## config.mk

```make
export PLATFORM = sky130hd
export DESIGN_NAME = keypad_debounce_hold_repeat
export DESIGN_NICKNAME = d
export VERILOG_FILES = /design/src/sv/kdhr_pkg.sv /design/src/sv/keypad_debounce_hold_repeat.sv /design/src/sv/kdhr_core.sv
export SDC_FILE = /design/constraint.sdc
export NUM_CORES = 1
export LEC_CHECK = 0
export ABC_AREA = 1
export BUFFER_PORTS_ARGS = -buffer_cell sky130_fd_sc_hd__buf_2
export CORE_UTILIZATION = 55
export CTS_CLUSTER_DIAMETER = 40
export DETAILED_ROUTE_END_ITERATION = 7
export MAX_ROUTING_LAYER = met4
export PLACE_DENSITY = 0.74
export SKIP_LAST_GASP = 1
export SYNTH_ARGS = -nofsm -noshare
export SYNTH_HDL_FRONTEND = slang
export SYNTH_HIERARCHICAL = 1
export SYNTH_SLANG_ARGS = --single-unit
```

## constraint.sdc

```tcl
create_clock -name aclk -period 2.7 [get_ports aclk]
set_clock_uncertainty 0.15 [all_clocks]
set_input_delay 0.54 -clock aclk [delete_from_list [all_inputs] [get_ports aclk]]
set_output_delay 0.54 -clock aclk [all_outputs]
set_load 0.005 [all_outputs]
```

## src/sv/kdhr_pkg.sv

```systemverilog
// Package for the keypad debounce, hold and auto-repeat block.
// Holds phase codes, register indexes, widths and shared types; no dependencies.
package kdhr_pkg;

    localparam int TIMER_BITS_DEF = 16;
    localparam int CFG_W          = 16;
    localparam int CFG_ADDR_W     = 2;
    localparam int PAT_W          = 8;
    localparam int PHASE_W        = 3;

    localparam logic [PAT_W-1:0] PAT_NONE = 8'hFF;

    localparam logic [CFG_ADDR_W-1:0] REG_DEBOUNCE = 2'd0;
    localparam logic [CFG_ADDR_W-1:0] REG_HOLD     = 2'd1;
    localparam logic [CFG_ADDR_W-1:0] REG_REPEAT   = 2'd2;

    localparam logic [CFG_W-1:0] DEBOUNCE_RST = 16'd20;
    localparam logic [CFG_W-1:0] HOLD_RST     = 16'd100;
    localparam logic [CFG_W-1:0] REPEAT_RST   = 16'd20;

    localparam logic [PHASE_W-1:0] PH_INIT   = 3'd0;
    localparam logic [PHASE_W-1:0] PH_IDLE   = 3'd1;
    localparam logic [PHASE_W-1:0] PH_DOWN   = 3'd2;
    localparam logic [PHASE_W-1:0] PH_HOLD   = 3'd3;
    localparam logic [PHASE_W-1:0] PH_REPEAT = 3'd4;
    localparam logic [PHASE_W-1:0] PH_WAITUP = 3'd5;
    localparam logic [PHASE_W-1:0] PH_UP     = 3'd6;

    typedef struct packed {
        logic [CFG_W-1:0] db_ticks;
        logic [CFG_W-1:0] hold_ticks;
        logic [CFG_W-1:0] rpt_ticks;
    } cfg_t;

    typedef struct packed {
        logic             press_event;
        logic [PAT_W-1:0] event_pattern;
        logic             is_repeat;
        logic             key_down;
        logic [PHASE_W-1:0] phase;
    } result_t;

endpackage

```

## src/sv/keypad_debounce_hold_repeat.sv

```systemverilog
// Top level: configuration registers, scan input register, result register.
// Depends on kdhr_pkg and kdhr_core.
//
//  channel | direction | handshake         | payload
//  --------+-----------+-------------------+--------------------------------------
//  s_      | in        | s_valid / s_ready | s_key_lines[7:0], s_tick
//  m_      | out       | m_valid / m_ready | m_press_event, m_event_pattern[7:0],
//          |           |                   | m_is_repeat, m_key_down, m_phase[2:0]
//  cfg_    | in        | cfg_wr_en         | cfg_addr[1:0], cfg_wdata[15:0]
//
// One scan per clock unless m_ready stalls; m_valid follows the result register.
// The phase logic sits between the input register and the result register.
// Synchronous active-low reset clears valids and timer, resets phase, latch and config.
// A stalled m_ready holds the result; input stays open until both stages are full.
module keypad_debounce_hold_repeat #(
    parameter int TIMER_BITS = kdhr_pkg::TIMER_BITS_DEF
) (
    input  logic                          aclk,
    input  logic                          aresetn,
    input  logic                          s_valid,
    output logic                          s_ready,
    input  logic [kdhr_pkg::PAT_W-1:0]    s_key_lines,
    input  logic                          s_tick,
    output logic                          m_valid,
    input  logic                          m_ready,
    output logic                          m_press_event,
    output logic [kdhr_pkg::PAT_W-1:0]    m_event_pattern,
    output logic                          m_is_repeat,
    output logic                          m_key_down,
    output logic [kdhr_pkg::PHASE_W-1:0]  m_phase,
    input  logic                          cfg_wr_en,
    input  logic [kdhr_pkg::CFG_ADDR_W-1:0] cfg_addr,
    input  logic [kdhr_pkg::CFG_W-1:0]    cfg_wdata
);
    import kdhr_pkg::*;

    cfg_t             cfg_reg;
    logic             in_valid_reg;
    logic [PAT_W-1:0] in_pat_reg;
    logic             in_tick_reg;
    logic             out_valid_reg;
    result_t          out_reg;
    result_t          res;
    logic             advance;

    assign advance = in_valid_reg && (!out_valid_reg || m_ready);
    assign s_ready = !in_valid_reg || advance;

    always_ff @(posedge aclk) begin
        if (!aresetn) begin
            cfg_reg.db_ticks   <= DEBOUNCE_RST;
            cfg_reg.hold_ticks <= HOLD_RST;
            cfg_reg.rpt_ticks  <= REPEAT_RST;
        end else if (cfg_wr_en) begin
            case (cfg_addr)
                REG_DEBOUNCE: cfg_reg.db_ticks   <= cfg_wdata;
                REG_HOLD:     cfg_reg.hold_ticks <= cfg_wdata;
                REG_REPEAT:   cfg_reg.rpt_ticks  <= cfg_wdata;
                default:      cfg_reg <= cfg_reg;
            endcase
        end
    end

    always_ff @(posedge aclk) begin
        if (!aresetn) begin
            in_valid_reg  <= 1'b0;
            out_valid_reg <= 1'b0;
        end else begin
            if (s_ready) begin
                in_valid_reg <= s_valid;
            end
            if (advance) begin
                out_valid_reg <= 1'b1;
            end else if (m_ready) begin
                out_valid_reg <= 1'b0;
            end
        end
    end

    always_ff @(posedge aclk) begin
        if (s_valid && s_ready) begin
            in_pat_reg  <= s_key_lines;
            in_tick_reg <= s_tick;
        end
        if (advance) begin
            out_reg <= res;
        end
    end

    kdhr_core #(
        .TIMER_BITS(TIMER_BITS)
    ) u_core (
        .aclk      (aclk),
        .aresetn   (aresetn),
        .step_en   (advance),
        .key_lines (in_pat_reg),
        .tick      (in_tick_reg),
        .cfg       (cfg_reg),
        .res       (res)
    );

    assign m_valid         = out_valid_reg;
    assign m_press_event   = out_reg.press_event;
    assign m_event_pattern = out_reg.event_pattern;
    assign m_is_repeat     = out_reg.is_repeat;
    assign m_key_down      = out_reg.key_down;
    assign m_phase         = out_reg.phase;

endmodule

```

## src/sv/kdhr_core.sv

```systemverilog
// Debounce/hold/repeat state machine with its delay timer and pattern latch.
// Depends on kdhr_pkg. State advances once per scan when step_en is high.
module kdhr_core #(
    parameter int TIMER_BITS = kdhr_pkg::TIMER_BITS_DEF
) (
    input  logic                     aclk,
    input  logic                     aresetn,
    input  logic                     step_en,
    input  logic [kdhr_pkg::PAT_W-1:0] key_lines,
    input  logic                     tick,
    input  kdhr_pkg::cfg_t           cfg,
    output kdhr_pkg::result_t        res
);
    import kdhr_pkg::*;

    typedef enum logic [6:0] {
        ST_INIT   = 7'b0000001,
        ST_IDLE   = 7'b0000010,
        ST_DOWN   = 7'b0000100,
        ST_HOLD   = 7'b0001000,
        ST_REPEAT = 7'b0010000,
        ST_WAITUP = 7'b0100000,
        ST_UP     = 7'b1000000
    } state_t;

    state_t                  state_reg, state_next;
    logic [PAT_W-1:0]        latch_reg, latch_next;
    logic [TIMER_BITS-1:0]   cnt_reg, cnt_next, cnt_dec;
    logic                    expired, down, same;

    // saturate a 16-bit delay into the timer width
    function automatic logic [TIMER_BITS-1:0] load(input logic [CFG_W-1:0] val);
        logic [CFG_W-1:0] upper;
        upper = val >> TIMER_BITS;
        if (upper != '0) begin
            load = '1;
        end else begin
            load = TIMER_BITS'(val);
        end
    endfunction

    assign down    = key_lines != PAT_NONE;
    assign same    = key_lines == latch_reg;
    assign cnt_dec = (tick && cnt_reg != '0) ? cnt_reg - 1'b1 : cnt_reg;
    assign expired = cnt_dec == '0;

    always_comb begin
        state_next        = state_reg;
        latch_next        = latch_reg;
        cnt_next          = cnt_dec;
        res.press_event   = 1'b0;
        res.event_pattern = PAT_NONE;
        res.is_repeat     = 1'b0;
        res.key_down      = down;
        case (state_reg)
            ST_INIT: begin
                latch_next = PAT_NONE;
                state_next = ST_IDLE;
            end
            ST_IDLE: begin
                if (down) begin
                    latch_next = key_lines;
                    cnt_next   = load(cfg.db_ticks);
                    state_next = ST_DOWN;
                end
            end
            ST_DOWN: begin
                if (expired) begin
                    if (down && same) begin
                        res.press_event   = 1'b1;
                        res.event_pattern = key_lines;
                        cnt_next          = load(cfg.hold_ticks);
                        state_next        = ST_HOLD;
                    end else begin
                        state_next = ST_IDLE;
                    end
                end
            end
            ST_HOLD, ST_REPEAT: begin
                if (!down) begin
                    state_next = ST_WAITUP;
                end else if (!same) begin
                    state_next = ST_IDLE;
                end else if (expired) begin
                    res.press_event   = 1'b1;
                    res.event_pattern = key_lines;
                    res.is_repeat     = 1'b1;
                    cnt_next          = load(cfg.rpt_ticks);
                    state_next        = ST_REPEAT;
                end
            end
            ST_WAITUP: begin
                if (!down) begin
                    cnt_next   = load(cfg.db_ticks);
                    state_next = ST_UP;
                end
            end
            ST_UP: begin
                if (expired) begin
                    state_next = down ? ST_WAITUP : ST_IDLE;
                end
            end
            default: begin
                state_next = state_reg;
            end
        endcase
        case (state_next)
            ST_INIT:   res.phase = PH_INIT;
            ST_IDLE:   res.phase = PH_IDLE;
            ST_DOWN:   res.phase = PH_DOWN;
            ST_HOLD:   res.phase = PH_HOLD;
            ST_REPEAT: res.phase = PH_REPEAT;
            ST_WAITUP: res.phase = PH_WAITUP;
            ST_UP:     res.phase = PH_UP;
            default:   res.phase = PH_INIT;
        endcase
    end

    always_ff @(posedge aclk) begin
        if (!aresetn) begin
            state_reg <= ST_INIT;
            latch_reg <= PAT_NONE;
            cnt_reg   <= '0;
        end else if (step_en) begin
            state_reg <= state_next;
            latch_reg <= latch_next;
            cnt_reg   <= cnt_next;
        end
    end

endmodule
```

==> run_results.csv <==
group,metric,value,unit
die,dieArea,11500,µm²
critical_path,path_depth,17,
pwr,power,3.94,mW
timing,setup_ws,-0.0792,ns
critical_path,path_max_fanout,5,
yosys,syn_nets,984,
place,port_buffers,47,
yosys,synthCells,951,
route,wl,17200,µm
global_routing,grt_pass1_vias,5482,
final_layout,final_common_cell,"nand2_1",
critical_path,crit_top_cell,"nand2_2",
timing,maxSlewViolCount,0,
cts,clkSlewWorstSetupHoldPaths,0.11,ns
cts,cts-root-buf,"clkbuf_8",
critical_path,critPathMaxStageDelay,0.39,ns
yosys,ys_types,36,
final_layout,num-nets-final,1076,
global_routing,overflow,0,
cts,cts_sinks,104,
route,drtAntennaViolNets,0,
route,drt_iter0_drc,480,
route,routedWlPerCell,14.5,µm
timing,hold_viol,0,
critical_path,path_delay_family,"simple AND/OR/NAND/NOR gates",
timing,rsz0062_at_grt,"yes",
yosys,ys_seq_area_share,38.1,%
yosys,synth_top_area_share,26.7,%
final_layout,largest_reg_flops,48,
timing,finalCritPeriodShare,103,%
run,maxCapViolations,0,
final_layout,drive_above_1_share,24.3,%
critical_path,rrSetupSlack,-0.08,ns
global_routing,grt_pass1_wl,26800,µm
timing,finalCriticalPeriod,2.78,ns
route,route.detailed.drc,0,
yosys,netlist_area,6070,µm²
final_layout,final_cell_mix,"250 x nand2_1, 137 x inv_1, 106 x nor2_1, 81 x nand3_1, 73 x dfxtp_1",
critical_path,cp_slowest_cell,"dfxtp_4",
final_layout,multiInputGateArea,3400,µm²
final_layout,areaGrowthSynthToFinish,22.3,%
critical_path,required,2.70,ns
cts,cts_buffers,9,
yosys,netlist.top_cell.by_area,"dfxtp_1",
critical_path,reg2reg_to,"m_phase[0]$_DFFE_PP_",
route,dr.pass1.iters,7,
critical_path,r2r-start,"u_core/cnt_reg[1]$_SDFFE_PN0P_",
route,via_per_inst,5.39,
yosys,synth_area_per_cell,6.38,µm²
critical_path,crit_arrival,2.77,ns
critical_path,worstPathCellList,"inv_4 -> ha_4 -> nand2_4 -> nor2_4 -> buf_6 -> a21oi_4 -> nand2_2 -> nand2_2 -> nand2_1 -> nor2_2 -> nand2_2 -> nor2_4 -> inv_2 -> nand3_1 -> nand3_1 -> nor3_2 -> nand2_1",
cts,h-tree-depth,3,
critical_path,critical_path_buf_inv_count,3,
die,start_util,57.7,%
die,num_rows,37,
pwr,p_leak,3.64,nW
die,ios,48,
global_routing,grt_max_degree,61,
run_status,violations,"negative setup slack",
route,vias,6385,
critical_path,cp-end-kind,"flip-flop",
timing,finalSetupTns,-0.343,ns
timing,timing.hold.ws,0.156,ns
die,die_y,107,µm
final_layout,post-route-util,70.6,%
global_routing,track_usage,30.8,%
timing,clock.fmax,360,MHz
timing,tightest_slew,0.643,ns
min_path,holdCritPathClass,"input pin to flip-flop",
critical_path,reg2reg_depth,17,
yosys,synth_area_leaders,"dfxtp_1 27%, nand2_1 17%, edfxtp_1 11%",
timing,slew-limit-headroom,57.1,%
yosys,ys_seq_elements,104,
run_status,status,"finished, violations left",
critical_path,worstSetupStartpointType,"flip-flop",
pwr,powerDensity,530,nW/µm²
critical_path,worst-setup-path-type,"flip-flop to flip-flop",
global_routing,antenna_found_initial,0,
cts,clock_path_buffers,2,
die,die_x,107,µm
place,gp_congestion,0.956,
yosys,ys.warnings.count,6,
final_layout,regArea,2320,µm²
cts,clock_latency,0.40,ns
place,hpwl,11500,µm
critical_path,critPathLaunch,"u_core/cnt_reg[1]$_SDFFE_PN0P_",
min_path,min_from,"s_key_lines[4]",
final_layout,fillers,901,
die,core-area,10500,µm²
final_layout,antenna_cells,0,
pwr,ir_worst_vdd,445,µV
cts,cts_hold_buf,0,
timing,setup_viol,12,
critical_path,cp-endpoint,"m_phase[0]$_DFFE_PP_",
cts,cts_tree,"done",
metrics by stage:
| stage | setup WS, ns | cell area [µm²] | cells |
|---|---|---|---|
| floorplan | 0.00551 | 6080 | 951 |
| global placement | -0.0451 | 6680 | 1147 |
| detailed placement | -0.0832 | 6680 | 1147 |
| CTS | 0.00167 | 7010 | 1170 |
| global route | -0.209 | 7420 | 1184 |
| finish | -0.0792 | 7420 | 1184 |
cell families after synthesis:
logic type | after synthesis | share of synthesized area, %
buffers and inverters | 180 | 12.1
AOI/OAI and AO/OA | 115 | 10.5
DFF | 104 | 38.1
xor gates and xnor gates | 3 | 0.433
adders and majority gates | 1 | 0.206
and+or+nand+nor | 548 | 38.7
synthesized netlist by cell type (all sizes together):
| cell | instances |
|---|---|
| nor2 | 134 |
| a21oi | 62 |
| dfxtp | 81 |
| or2 | 7 |
| nand3b | 1 |
| nand4 | 14 |
| o21ai | 42 |
| o221ai | 2 |
| inv | 141 |
| nand3 | 91 |
| nand2 | 291 |
| o2111a | 1 |
| edfxtp | 23 |
| buf | 24 |
| xnor2 | 1 |
| nor4 | 4 |
| nor3 | 6 |
| ha | 1 |
| clkinv | 3 |
| dlygate4sd1 | 1 |
| clkbuf | 11 |
| xor2 | 2 |
| o211ai | 4 |
| a22o | 4 |
what timing repair did:
action,CTS,global route
pin swaps,7,48
buffers inserted,4,13
endpoints found under the hold margin,0,0
gates resized for setup,20,92
setup endpoints to repair,11,31
cloned,3,1
layer usage:
| layer | track usage (%) | wire, µm | vias to the layer above |
|---|---|---|---|
| met2 | 43.7 | 7450 | 322 |
| met5 | - | 0 | - |
| li1 | - | - | 3180 |
| met4 | 11.7 | 471 | 0 |
| met3 | 6.50 | 1750 | 44 |
| met1 | 42.9 | 7510 | 2839 |
area by class of cell:
type                    count  area share (%)
clock inverters             7           0.910
repair buffers            114            10.6
clock buffers               9            1.67
well taps                 136            2.29
inverters                 144            7.42
flip-flops and latches    104            31.3
multi-input cells         670            45.8
how the worst min path moves through the flow:
stage	to	cells after the start
3_3_place_gp	cfg_reg[36]$_SDFFE_PN1P_	2
2_1_floorplan	cfg_reg[18]$_SDFFE_PN1P_	2
6_report	in_pat_reg[4]$_DFFE_PP_	1
3_5_place_dp	cfg_reg[22]$_SDFFE_PN1P_	2
4_1_cts	in_pat_reg[4]$_DFFE_PP_	1
5_1_grt	in_pat_reg[7]$_DFFE_PP_	1
power breakdown:
part | internal (mW) | total (mW) | switching [mW]
clock network | 0.361 | 0.967 | 0.606
registers | 1.68 | 1.76 | 0.0747
logic | 0.463 | 1.21 | 0.747
total | 2.51 | 3.94 | 1.43
Note: power is estimated with default switching activity, not from simulation.
